### config.mk
export PLATFORM = sky130hd
export DESIGN_NAME = circular_deque_core
export DESIGN_NICKNAME = d
export VERILOG_FILES = /design/src/rtl/cdq_pkg.sv /design/src/rtl/cdq_cell.sv /design/src/rtl/circular_deque_core.sv
export SDC_FILE = /design/constraint.sdc
export NUM_CORES = 1
export LEC_CHECK = 0
export BUFFER_PORTS_ARGS = -buffer_cell sky130_fd_sc_hd__buf_2
export CAP_MARGIN = 20
export CORE_MARGIN = 2
export CORE_UTILIZATION = 61
export DETAILED_ROUTE_END_ITERATION = 16
export PLACE_DENSITY = 0.81
export SLEW_MARGIN = 20
export SYNTH_ARGS = -nofsm -noshare
export SYNTH_HDL_FRONTEND = slang
export SYNTH_SLANG_ARGS = --single-unit
### constraint.sdc
create_clock -name i_clk -period 4.9 [get_ports i_clk]
set_input_delay 0.735 -clock i_clk [delete_from_list [all_inputs] [get_ports i_clk]]
set_output_delay 0.735 -clock i_clk [all_outputs]
set_load 0.05 [all_outputs]
### src/rtl/cdq_pkg.sv
// Shared types and codes for the circular deque core and its storage cells.
`default_nettype none

package cdq_pkg;

    localparam int WORD_W = 32;
    localparam int FILL_W = 4;

    // operation codes
    localparam logic [1:0] OP_PUSH_FRONT = 2'd0;
    localparam logic [1:0] OP_PUSH_REAR  = 2'd1;
    localparam logic [1:0] OP_POP_FRONT  = 2'd2;
    localparam logic [1:0] OP_POP_REAR   = 2'd3;

    // status codes
    localparam logic [1:0] ST_DONE      = 2'd0;
    localparam logic [1:0] ST_OVERFLOW  = 2'd1;
    localparam logic [1:0] ST_UNDERFLOW = 2'd2;

    // command broadcast to every cell of the row
    typedef logic [1:0] t_cell_cmd;
    localparam t_cell_cmd CMD_HOLD       = 2'd0;
    localparam t_cell_cmd CMD_SHIFT_IN   = 2'd1;  // move one place toward the rear
    localparam t_cell_cmd CMD_SHIFT_OUT  = 2'd2;  // move one place toward the front
    localparam t_cell_cmd CMD_WRITE_REAR = 2'd3;

    typedef struct packed {
        t_cell_cmd cmd;
        logic      wr_sel;  // this cell is the first free slot
        logic      tap;     // this cell holds the rear word
    } t_cell_ctrl;

endpackage

`default_nettype wire

### src/rtl/cdq_cell.sv
// One storage cell of the deque row: a word plus its slot of the rear-return chain.
`default_nettype none

module cdq_cell (
    input  wire logic                        i_clk,
    input  wire cdq_pkg::t_cell_ctrl         i_ctrl,
    input  wire logic [cdq_pkg::WORD_W-1:0]  i_push_word,
    input  wire logic [cdq_pkg::WORD_W-1:0]  i_from_front,
    input  wire logic [cdq_pkg::WORD_W-1:0]  i_from_rear,
    input  wire logic [cdq_pkg::WORD_W-1:0]  i_ret,
    output logic      [cdq_pkg::WORD_W-1:0]  o_data,
    output logic      [cdq_pkg::WORD_W-1:0]  o_ret
);
    import cdq_pkg::*;

    logic [WORD_W-1:0] r_data;
    logic [WORD_W-1:0] r_ret;

    always_ff @(posedge i_clk) begin
        unique case (i_ctrl.cmd)
            CMD_HOLD: begin
            end
            CMD_SHIFT_IN: begin
                r_data <= i_from_front;
            end
            CMD_SHIFT_OUT: begin
                r_data <= i_from_rear;
            end
            CMD_WRITE_REAR: begin
                if (i_ctrl.wr_sel) begin
                    r_data <= i_push_word;
                end
            end
            default: begin
            end
        endcase
    end

    // inject the rear word, otherwise pass the neighbor's toward the front
    always_ff @(posedge i_clk) begin
        r_ret <= i_ctrl.tap ? r_data : i_ret;
    end

    assign o_data = r_data;
    assign o_ret  = r_ret;

endmodule

`default_nettype wire

### src/rtl/circular_deque_core.sv
// Top level of the circular deque: control, fill counter, result register and the cell row.
`default_nettype none

// Channel  | Handshake                 | Payload
// ---------+---------------------------+-------------------------------------------
// in       | i_in_valid / o_in_stall   | i_operation, i_push_value
// out      | o_out_valid / i_out_stall | o_pop_value, o_status, o_fill_count
//
// Pushes, front pops and every overflow or underflow register the result word at
// the accepting edge. A rear pop first drains: the return chain carries the rear
// word cell by cell to the front, and the result is loaded once it arrives.
// Reset clears the occupancy count and the control state; the cells keep no reset.
// The input stalls while a rear pop drains, and while a result waits under a stall.

module circular_deque_core #(
    parameter int DEPTH = 8
) (
    input  wire logic                               i_clk,
    input  wire logic                               i_rst_n,
    input  wire logic                               i_in_valid,
    output logic                                    o_in_stall,
    input  wire logic        [1:0]                  i_operation,
    input  wire logic signed [cdq_pkg::WORD_W-1:0]  i_push_value,
    output logic                                    o_out_valid,
    input  wire logic                               i_out_stall,
    output logic signed      [cdq_pkg::WORD_W-1:0]  o_pop_value,
    output logic             [1:0]                  o_status,
    output logic             [cdq_pkg::FILL_W-1:0]  o_fill_count
);
    import cdq_pkg::*;

    localparam int CW = $clog2(DEPTH + 1);

    localparam logic [0:0] S_IDLE  = 1'b0;
    localparam logic [0:0] S_DRAIN = 1'b1;

    // control state
    logic [0:0]        r_state, n_state;
    logic [CW-1:0]     r_occ, n_occ;
    logic [CW-1:0]     r_cnt, n_cnt;
    logic              r_out_valid, n_out_valid;

    // result word
    logic [WORD_W-1:0] r_pop_value, n_pop_value;
    logic [1:0]        r_status, n_status;
    logic [FILL_W-1:0] r_fill, n_fill;
    logic              n_load;

    logic              in_acc;
    logic              out_free;
    logic              full;
    logic              empty;
    t_cell_cmd         n_cmd;
    logic [CW+FILL_W-1:0] occ_ext;

    logic [WORD_W-1:0] w_data [DEPTH];
    logic [WORD_W-1:0] w_ret  [DEPTH];

    assign out_free   = ~r_out_valid | ~i_out_stall;
    assign o_in_stall = (r_state == S_DRAIN) | ~out_free;
    assign in_acc     = i_in_valid & ~o_in_stall;
    assign full       = (r_occ == CW'(DEPTH));
    assign empty      = (r_occ == '0);

    // fill count is the occupancy held to the width of the result field
    assign occ_ext    = {{FILL_W{1'b0}}, n_occ};

    always_comb begin
        n_state     = r_state;
        n_occ       = r_occ;
        n_cnt       = r_cnt;
        n_out_valid = r_out_valid & i_out_stall;
        n_cmd       = CMD_HOLD;
        n_load      = 1'b0;
        n_pop_value = '0;
        n_status    = ST_DONE;

        unique case (r_state)
            S_IDLE: begin
                if (in_acc) begin
                    unique case (i_operation)
                        OP_PUSH_FRONT: begin
                            n_load      = 1'b1;
                            n_out_valid = 1'b1;
                            if (full) begin
                                n_status = ST_OVERFLOW;
                            end else begin
                                n_cmd = CMD_SHIFT_IN;
                                n_occ = r_occ + CW'(1);
                            end
                        end
                        OP_PUSH_REAR: begin
                            n_load      = 1'b1;
                            n_out_valid = 1'b1;
                            if (full) begin
                                n_status = ST_OVERFLOW;
                            end else begin
                                n_cmd = CMD_WRITE_REAR;
                                n_occ = r_occ + CW'(1);
                            end
                        end
                        OP_POP_FRONT: begin
                            n_load      = 1'b1;
                            n_out_valid = 1'b1;
                            if (empty) begin
                                n_status = ST_UNDERFLOW;
                            end else begin
                                n_cmd       = CMD_SHIFT_OUT;
                                n_pop_value = w_data[0];
                                n_occ       = r_occ - CW'(1);
                            end
                        end
                        OP_POP_REAR: begin
                            if (empty) begin
                                n_load      = 1'b1;
                                n_out_valid = 1'b1;
                                n_status    = ST_UNDERFLOW;
                            end else begin
                                // wait for the rear word to reach the front cell
                                n_state = S_DRAIN;
                                n_cnt   = CW'(DEPTH);
                            end
                        end
                        default: begin
                        end
                    endcase
                end
            end
            S_DRAIN: begin
                if (r_cnt != '0) begin
                    n_cnt = r_cnt - CW'(1);
                end else if (out_free) begin
                    n_state     = S_IDLE;
                    n_load      = 1'b1;
                    n_out_valid = 1'b1;
                    n_pop_value = w_ret[0];
                    n_occ       = r_occ - CW'(1);
                end
            end
            default: begin
                n_state = S_IDLE;
            end
        endcase

        n_fill = occ_ext[FILL_W-1:0];
    end

    always_ff @(posedge i_clk) begin
        if (!i_rst_n) begin
            r_state     <= S_IDLE;
            r_occ       <= '0;
            r_cnt       <= '0;
            r_out_valid <= 1'b0;
        end else begin
            r_state     <= n_state;
            r_occ       <= n_occ;
            r_cnt       <= n_cnt;
            r_out_valid <= n_out_valid;
        end
    end

    // hold the result word until the next result replaces it
    always_ff @(posedge i_clk) begin
        if (n_load) begin
            r_pop_value <= n_pop_value;
            r_status    <= n_status;
            r_fill      <= n_fill;
        end
    end

    assign o_out_valid  = r_out_valid;
    assign o_pop_value  = r_pop_value;
    assign o_status     = r_status;
    assign o_fill_count = r_fill;

    // cell row: cell 0 holds the front word, cell r_occ-1 the rear word
    for (genvar gi = 0; gi < DEPTH; gi++) begin : g_cell
        t_cell_ctrl        ctrl;
        logic [WORD_W-1:0] from_front;
        logic [WORD_W-1:0] from_rear;
        logic [WORD_W-1:0] ret_in;

        assign ctrl.cmd    = n_cmd;
        assign ctrl.wr_sel = (r_occ == CW'(gi));
        assign ctrl.tap    = (r_occ == CW'(gi + 1));

        if (gi == 0) begin : g_head
            assign from_front = i_push_value;
        end else begin : g_body
            assign from_front = w_data[gi-1];
        end

        if (gi == DEPTH - 1) begin : g_tail
            assign from_rear = '0;
            assign ret_in    = '0;
        end else begin : g_inner
            assign from_rear = w_data[gi+1];
            assign ret_in    = w_ret[gi+1];
        end

        cdq_cell u_cell (
            .i_clk        (i_clk),
            .i_ctrl       (ctrl),
            .i_push_word  (i_push_value),
            .i_from_front (from_front),
            .i_from_rear  (from_rear),
            .i_ret        (ret_in),
            .o_data       (w_data[gi]),
            .o_ret        (w_ret[gi])
        );
    end

    // never hold more words than there are cells
    a_occ_bound: assert property (@(posedge i_clk) disable iff (!i_rst_n)
        r_occ <= CW'(DEPTH))
        else $error("fill count above depth");

    // no word enters while a rear pop drains
    a_drain_stall: assert property (@(posedge i_clk) disable iff (!i_rst_n)
        (r_state == S_DRAIN) |-> o_in_stall)
        else $error("input taken during rear pop");

    // a rear pop on a non-empty deque starts the drain and gives no result yet
    a_rear_drain: assert property (@(posedge i_clk) disable iff (!i_rst_n)
        (in_acc && i_operation == OP_POP_REAR && !empty)
        |=> (r_state == S_DRAIN && r_out_valid == 1'b0))
        else $error("rear pop did not drain");

    // a push to a full deque reports overflow and leaves the fill count alone
    a_overflow: assert property (@(posedge i_clk) disable iff (!i_rst_n)
        (in_acc && (i_operation == OP_PUSH_FRONT || i_operation == OP_PUSH_REAR) && full)
        |=> (o_out_valid && o_status == ST_OVERFLOW && $stable(r_occ)))
        else $error("overflow not reported");

endmodule

`default_nettype wire

==> impl_metrics.py, run 1 <==
metrics = {
    "routing": {
        "first_pass_iters": 5,
        "first_iter_violations": 1458,
        "drc": 0,
        "wirelength_mm": 45.84,
        "wl_per_cell_um": 23.31,
        "num_vias": 12703,
        "via_per_inst": 6.458,
        "postRouteAntennaNets": 0,
    },
    "clock_network": {
        "cts_buffer_depth": 3,
        "clk_pin_slew_ns": 0.06,
        "root_buffer": "clkbuf_16",
        "cts_inserted_buffers": 53,
        "ctsResizeCount": 0,
        "holdBufCountCts": 0,
        "clkLatencyLatePin_ns": 0.58,
        "postCtsSetupBuffers": 0,
        "clock-sinks": 560,
        "cts_tree": "built",
        "cts_htree_levels": 2,
    },
    "setup_path": {
        "timing_worst_setup_path_type": "reg -> reg",
        "critPathRequiredTime_ns": 5.17,
        "crit_start": "r_occ[0]",
        "cp-end-kind": "register",
        "startpoint_type": "register",
        "r2r-start": "r_occ[0]",
        "path_max_fanout": 20,
        "arrival_ns": 3.53,
    },
    "synth": {
        "synth-main-ff-cell": "edfxtp_1",
        "syn_inst": 1411,
        "synth.net_count": 1455,
        "synth_top_area_frac": 0.4152,
        "yosysSeqAreaShare": 0.6657,
        "ys_warn_count": 0,
        "netlist_area_sq_mm": 0.02126,
        "synth-seq-cells": 560,
        "yosys-top-cells-count": "294 x edfxtp_1, 266 x dfxtp_1, 224 x mux2_2",
        "synth_most_common_cell": "edfxtp_1",
        "yosys.cell_types.count": 52,
        "yosysTopAreaCell": "edfxtp_1",
        "postSynthAreaPerCell_sq_um": 15.07,
        "synth_edf_count": 294,
        "async_flop_share": 0,
        "synth.area.top_cells": "edfxtp_1 42%, dfxtp_1 25%, mux2_2 12%",
    },
    "global_routing": {
        "grt_pass1_wl_mm": 72.04,
        "overflow": 0,
        "grt_max_degree": 225,
        "grt_util_all_layers": 0.2534,
        "grt_pass1_vias": 12675,
        "antenna_found_initial": 0,
    },
    "floorplan": {
        "start_util": 0.6170,
        "io_pins": 78,
        "die_height_um": 190.7,
        "core_area_sq_mm": 0.03446,
        "die_w_um": 190.7,
        "row_count": 68,
        "dieArea_sq_mm": 0.03636,
    },
    "power_and_ir_drop": {
        "combPwrFrac": 0.127,
        "p_int_mw": 8.448,
        "cellPowerDensity_mw_per_mm2": 470.9,
        "p_leak_nw": 9.262,
        "swShare": 0.2491,
        "p_clk_frac": 0.358,
        "ir_drop_uv": 307.4,
        "pwr-share-seq": 0.515,
        "switching_power_mw": 2.802,
    },
    "sta": {
        "relSlewSlack": 0.2950,
        "setup_viol": 0,
        "finalClockSkew_ns": 0.01554,
        "tightest_slew_ns": 1.057,
        "final.min_clock_period_ns": 3.264,
        "finalCritPeriodShare": 0.6661,
        "finalMaxSlewViolations": 0,
        "rsz0062_at_grt": "false",
        "setup_slack_ns": 1.636,
        "max_freq_mhz": 306.4,
        "hold_viol": 0,
        "setup_tns_ns": 0,
    },
    "placed_design": {
        "place_area_sq_mm": 0.02212,
        "hpwl_mm": 24.89,
        "dp_cells": 1865,
        "port_buffers": 77,
        "place.gp.congestion": 0.8344,
        "preCtsSetupSlack_ns": 1.690,
    },
    "layout": {
        "stdcell_count": 1967,
        "layout-drive-gt1-share": 0.3029,
        "diodes": 0,
        "num-nets-final": 1511,
        "areaGrowthSynthToFinish_pct": 12.36,
        "design_area_sq_mm": 0.02389,
        "nFillCells": 2253,
    },
    "job": {
        "drv_cap": 0,
    },
    "worst_hold_path": {
        "holdCritStartpoint": "i_rst_n",
        "hp-class": "in -> reg",
    },
    "outcome": {
        "status": "finished, final reports clean",
    },
}
[placed cells by master, fill, tap and decap left out, types with 2 or more instances in the layout]
| cell type | instances |
|---|---|
| a31oi_1 | 2 |
| nor2b_1 | 4 |
| mux2_2 | 224 |
| o31ai_1 | 2 |
| a221o_1 | 193 |
| a21oi_4 | 8 |
| clkbuf_16 | 56 |
| and3_1 | 3 |
| nor2_1 | 5 |
| a21o_1 | 33 |
| nand3_1 | 6 |
| buf_4 | 8 |
| o21ai_0 | 34 |
| a211oi_1 | 5 |
| clkinv_2 | 15 |
| clkinv_1 | 3 |
| nor3_2 | 29 |
| a22o_1 | 32 |
| nand2_4 | 3 |
| dfxtp_1 | 266 |
| o21ai_1 | 2 |
| buf_12 | 12 |
| xnor2_1 | 3 |
| bufinv_16 | 2 |
| clkbuf_1 | 15 |
| nand2_2 | 5 |
| nand2_1 | 42 |
| nand2b_1 | 2 |
| a211o_1 | 2 |
| ha_1 | 6 |
| nand4_1 | 2 |
| a21oi_1 | 8 |
| nor3_1 | 5 |
| clkbuf_8 | 7 |
| and2_1 | 34 |
| edfxtp_1 | 294 |
| buf_2 | 77 |
| inv_1 | 38 |
| inv_6 | 2 |
[power groups by stage]
| stage | sequential (mW) | combinational (mW) | clock (mW) |
|---|---|---|---|
| 2_1_floorplan | 5.96 | 0.901 | 0 |
| 6_report | 5.80 | 1.42 | 4.03 |
| 3_3_place_gp | 5.87 | 1.37 | 0 |
| 5_1_grt | 5.84 | 1.52 | 4.25 |
| 4_1_cts | 5.79 | 1.42 | 4.06 |
| 3_5_place_dp | 5.88 | 1.41 | 0 |
[cell type report]
type / instances / area, sq um / share of cell area
multi-input combinational: 716 / 6613 / 0.2768
clock inverter: 22 / 167.7 / 0.007018
tap: 455 / 569.3 / 0.02383
timing repair buffer: 97 / 685.7 / 0.02870
sequential: 560 / 14150 / 0.5925
inverter: 39 / 146.4 / 0.006128
clock buffer: 78 / 1554 / 0.06505
[per-stage QoR]
step	hold slack (ns)	util	total power [mW]
6_report	0.4233	0.6933	11.25
5_1_grt	0.4146	0.6933	11.61
4_1_cts	0.3999	0.6920	11.27
3_5_place_dp	0.4390	0.6420	7.293
3_3_place_gp	0.4342	0.6416	7.235
2_1_floorplan	0.4328	-	6.857
[layer usage]
| layer | GRT usage | up-vias | part of all wire |
|---|---|---|---|
| met5 | 0 | - | 0 |
| met1 | 0.3693 | 6456 | 0.44 |
| met4 | 0.07364 | 0 | 0.020 |
| li1 | - | 5677 | - |
| met2 | 0.3968 | 497 | 0.47 |
| met3 | 0.03865 | 73 | 0.066 |
[worst max-delay path, cell delays in order (launching register included)]
cell and delay [ns]:
dfxtp_1 0.45, inv_1 0.14, ha_1 0.35, nor3b_2 0.24, o22ai_1 0.23, nand2_1 0.48
a21oi_4 0.74, buf_12 0.30
[final timing paths]
kind                                 to  slack [ns]  cells past startpoint
max          g_cell[1].u_cell.o_data[6]        1.64                      7
min                            r_cnt[1]        0.42                      2
max reg2reg  g_cell[1].u_cell.o_data[6]        1.64                      7
min reg2reg   g_cell[5].u_cell.o_ret[1]        0.44                      1
[state kept, by name, indices dropped and copies added (netlist names)]
register / cells
g_cell.u_cell.o_data: 256
g_cell.u_cell.o_ret: 256
o_fill_count: 4
o_out_valid: 1
o_pop_value: 32
o_status: 2
r_cnt: 4
r_occ: 4
r_state: 1
[cells by family (layout without fill, tap and decap cells)]
kind of cell               count (synthesis)  after routing  synth area share
DFF                                      560            560            0.6657
muxes                                    224            224            0.1186
xor gates and xnor gates                   3              3          0.001236
adders and majority gates                  6              6          0.003531
and+or+nand+nor                          154            154           0.04467
buffers and inverters                    135            236           0.03078
AOI/OAI and AO/OA                        329            329            0.1355
Note: power is estimated with default switching activity, not from simulation.
==> run 2, diff against run 1 <==
- clock period: 4.9 -> 3.3 ns (I/O delays scaled with it)
==> impl_metrics.py, run 2 (synthesis results as in run 1) <==
metrics = {
    "sta": {
        "hold_viol": 0,
        "setup_slack_ns": 0.3288,
        "finalClockSkew_ns": 0.01584,
        "rsz0062_at_grt": "false",
        "finalMaxSlewViolations": 0,
        "setup_tns_ns": 0,
        "finalCritPeriodShare": 0.9004,
        "setup_viol": 0,
        "relSlewSlack": 0.4535,
        "max_freq_mhz": 336.6,
        "final.min_clock_period_ns": 2.971,
        "tightest_slew_ns": 0.8198,
    },
    "setup_path": {
        "arrival_ns": 3.29,
        "reg2reg_depth": 7,
        "critPathRequiredTime_ns": 3.62,
        "slowest_delay_ns": 0.47,
        "timing_worst_setup_path_type": "reg -> reg",
        "startpoint_type": "register",
        "crit_start": "r_occ[0]",
        "reg2reg_slack_ns": 0.33,
        "crit_chain": "inv_1, ha_1, nor3b_2, nor4_4, buf_12, buf_4, o21ai_0",
        "cp-end-kind": "register",
        "path_max_fanout": 110,
        "r2r-start": "r_occ[0]",
        "r2r_end": "g_cell[0].u_cell.o_data[4]",
        "critPathCapture": "g_cell[0].u_cell.o_data[4]",
        "cpMaxStageDelayCell": "dfxtp_1",
    },
    "clock_network": {
        "postCtsSetupBuffers": 0,
        "clkLatencyLatePin_ns": 0.58,
        "cts_htree_levels": 2,
        "cts_buffer_depth": 3,
        "clk_pin_slew_ns": 0.06,
        "clock-sinks": 560,
        "root_buffer": "clkbuf_16",
        "cts_inserted_buffers": 52,
        "ctsResizeCount": 0,
        "cts_tree": "built",
        "holdBufCountCts": 0,
    },
    "placed_design": {
        "preCtsSetupSlack_ns": 0.4070,
        "place.gp.congestion": 0.8418,
        "port_buffers": 77,
        "place_area_sq_mm": 0.02232,
        "hpwl_mm": 25.76,
    },
    "floorplan": {
        "dieArea_sq_mm": 0.03636,
        "die_height_um": 190.7,
        "die_w_um": 190.7,
        "core_area_sq_mm": 0.03446,
        "row_count": 68,
        "io_pins": 78,
        "start_util": 0.6170,
    },
    "layout": {
        "num-nets-final": 1531,
        "areaGrowthSynthToFinish_pct": 13.39,
        "layout-drive-gt1-share": 0.3098,
        "mostFrequentLayoutCells": "294 x edfxtp_1, 266 x dfxtp_1, 224 x mux2_2, 193 x a221o_1, 77 x buf_2",
        "design_area_sq_mm": 0.02411,
        "final_common_cell": "edfxtp_1",
        "finish.utilization": 0.6996,
        "diodes": 0,
    },
    "worst_hold_path": {
        "hp-class": "in -> reg",
    },
    "global_routing": {
        "use_met3": 0.05116,
        "antenna_found_initial": 0,
        "grt_max_degree": 111,
        "overflow": 0,
        "grt_pass1_wl_mm": 74.07,
        "grt_util_all_layers": 0.2647,
        "grtUsageMet2": 0.4260,
        "busiest_layer": "met2",
        "use_met1": 0.3651,
        "grt_pass1_vias": 12899,
    },
    "routing": {
        "wl_per_cell_um": 24.07,
        "postRouteAntennaNets": 0,
        "first_pass_iters": 5,
        "wirelength_mm": 47.78,
        "first_iter_violations": 1378,
        "num_vias": 12943,
        "drc": 0,
        "via_per_inst": 6.520,
    },
    "power_and_ir_drop": {
        "p_total_mw": 17.03,
        "cellPowerDensity_mw_per_mm2": 706.4,
        "p_leak_nw": 9.372,
        "ir_drop_uv": 448.4,
    },
    "outcome": {
        "status": "finished, final reports clean",
    },
    "job": {
        "drv_cap": 0,
    },
}
-- run 2: cell types whose count changed in the layout (fill, tap and decap cells not counted), sizes merged --
| cell | before | now |
|---|---|---|
| buf | 97 | 118 |
| clkbuf | 78 | 70 |
| bufinv | 2 | 8 |
| clkinv | 18 | 17 |
| clkinvlp | 1 | 2 |
| inv | 40 | 39 |
-- run 2: stage by stage --
step,std cells,hold slack [ns]
global placement,1888,0.4345
CTS,1985,0.1944
finish,1985,0.2100
floorplan,1411,0.4328
global route,1985,0.1991
detailed placement,1888,0.4391
-- run 2: power breakdown --
| group | switching, mW | total, mW | leakage (nW) | internal (mW) |
|---|---|---|---|---|
| combinational | 1.28 | 2.18 | 3.57 | 0.904 |
| sequential | 0.368 | 8.61 | 4.93 | 8.25 |
| clock | 2.55 | 6.24 | 0.869 | 3.69 |
| total | 4.19 | 17.0 | 9.37 | 12.8 |
-- run 2: layout make-up --
cell class,instances,area [sq um]
Clock buffer,70,1439
Clock inverter,27,349.1
Fill cell,2227,10350
Inverter,39,146.4
Multi-Input combinational cell,716,6595
Sequential cell,560,14150
Tap cell,455,569.3
Timing Repair Buffer,118,855.8
-- run 2: how the worst min path moves through the flow --
stage                                from                          to  slack [ns]  depth (start not counted)
2_1_floorplan   g_cell[4].u_cell.o_ret[0]   g_cell[3].u_cell.o_ret[0]        0.43                          1
3_3_place_gp    g_cell[1].u_cell.o_ret[6]   g_cell[0].u_cell.o_ret[6]        0.43                          1
6_report                          i_rst_n                    r_cnt[1]        0.21                          2
3_5_place_dp   g_cell[5].u_cell.o_ret[17]  g_cell[4].u_cell.o_ret[17]        0.44                          1
4_1_cts                           i_rst_n                    r_occ[2]        0.19                          2
5_1_grt                           i_rst_n                    r_cnt[1]        0.20                          2
-- run 2: critical path: cells and delay by family, from the launching register on --
family	cells	cell delay [ns]
flip-flops	1	0.47
AND/OR/NAND/NOR	2	0.60
adder cells (fa/ha/maj)	1	0.34
AO/OA/AOI/OAI	1	0.13
buffers and inverters	3	1.07
-- run 2: layer usage --
| metal | share of wire | wire [um] |
|---|---|---|
| met5 | 0 | 0 |
| met2 | 0.47 | 22520 |
| met4 | 0.027 | 1277 |
| met3 | 0.086 | 4115 |
| met1 | 0.42 | 19860 |
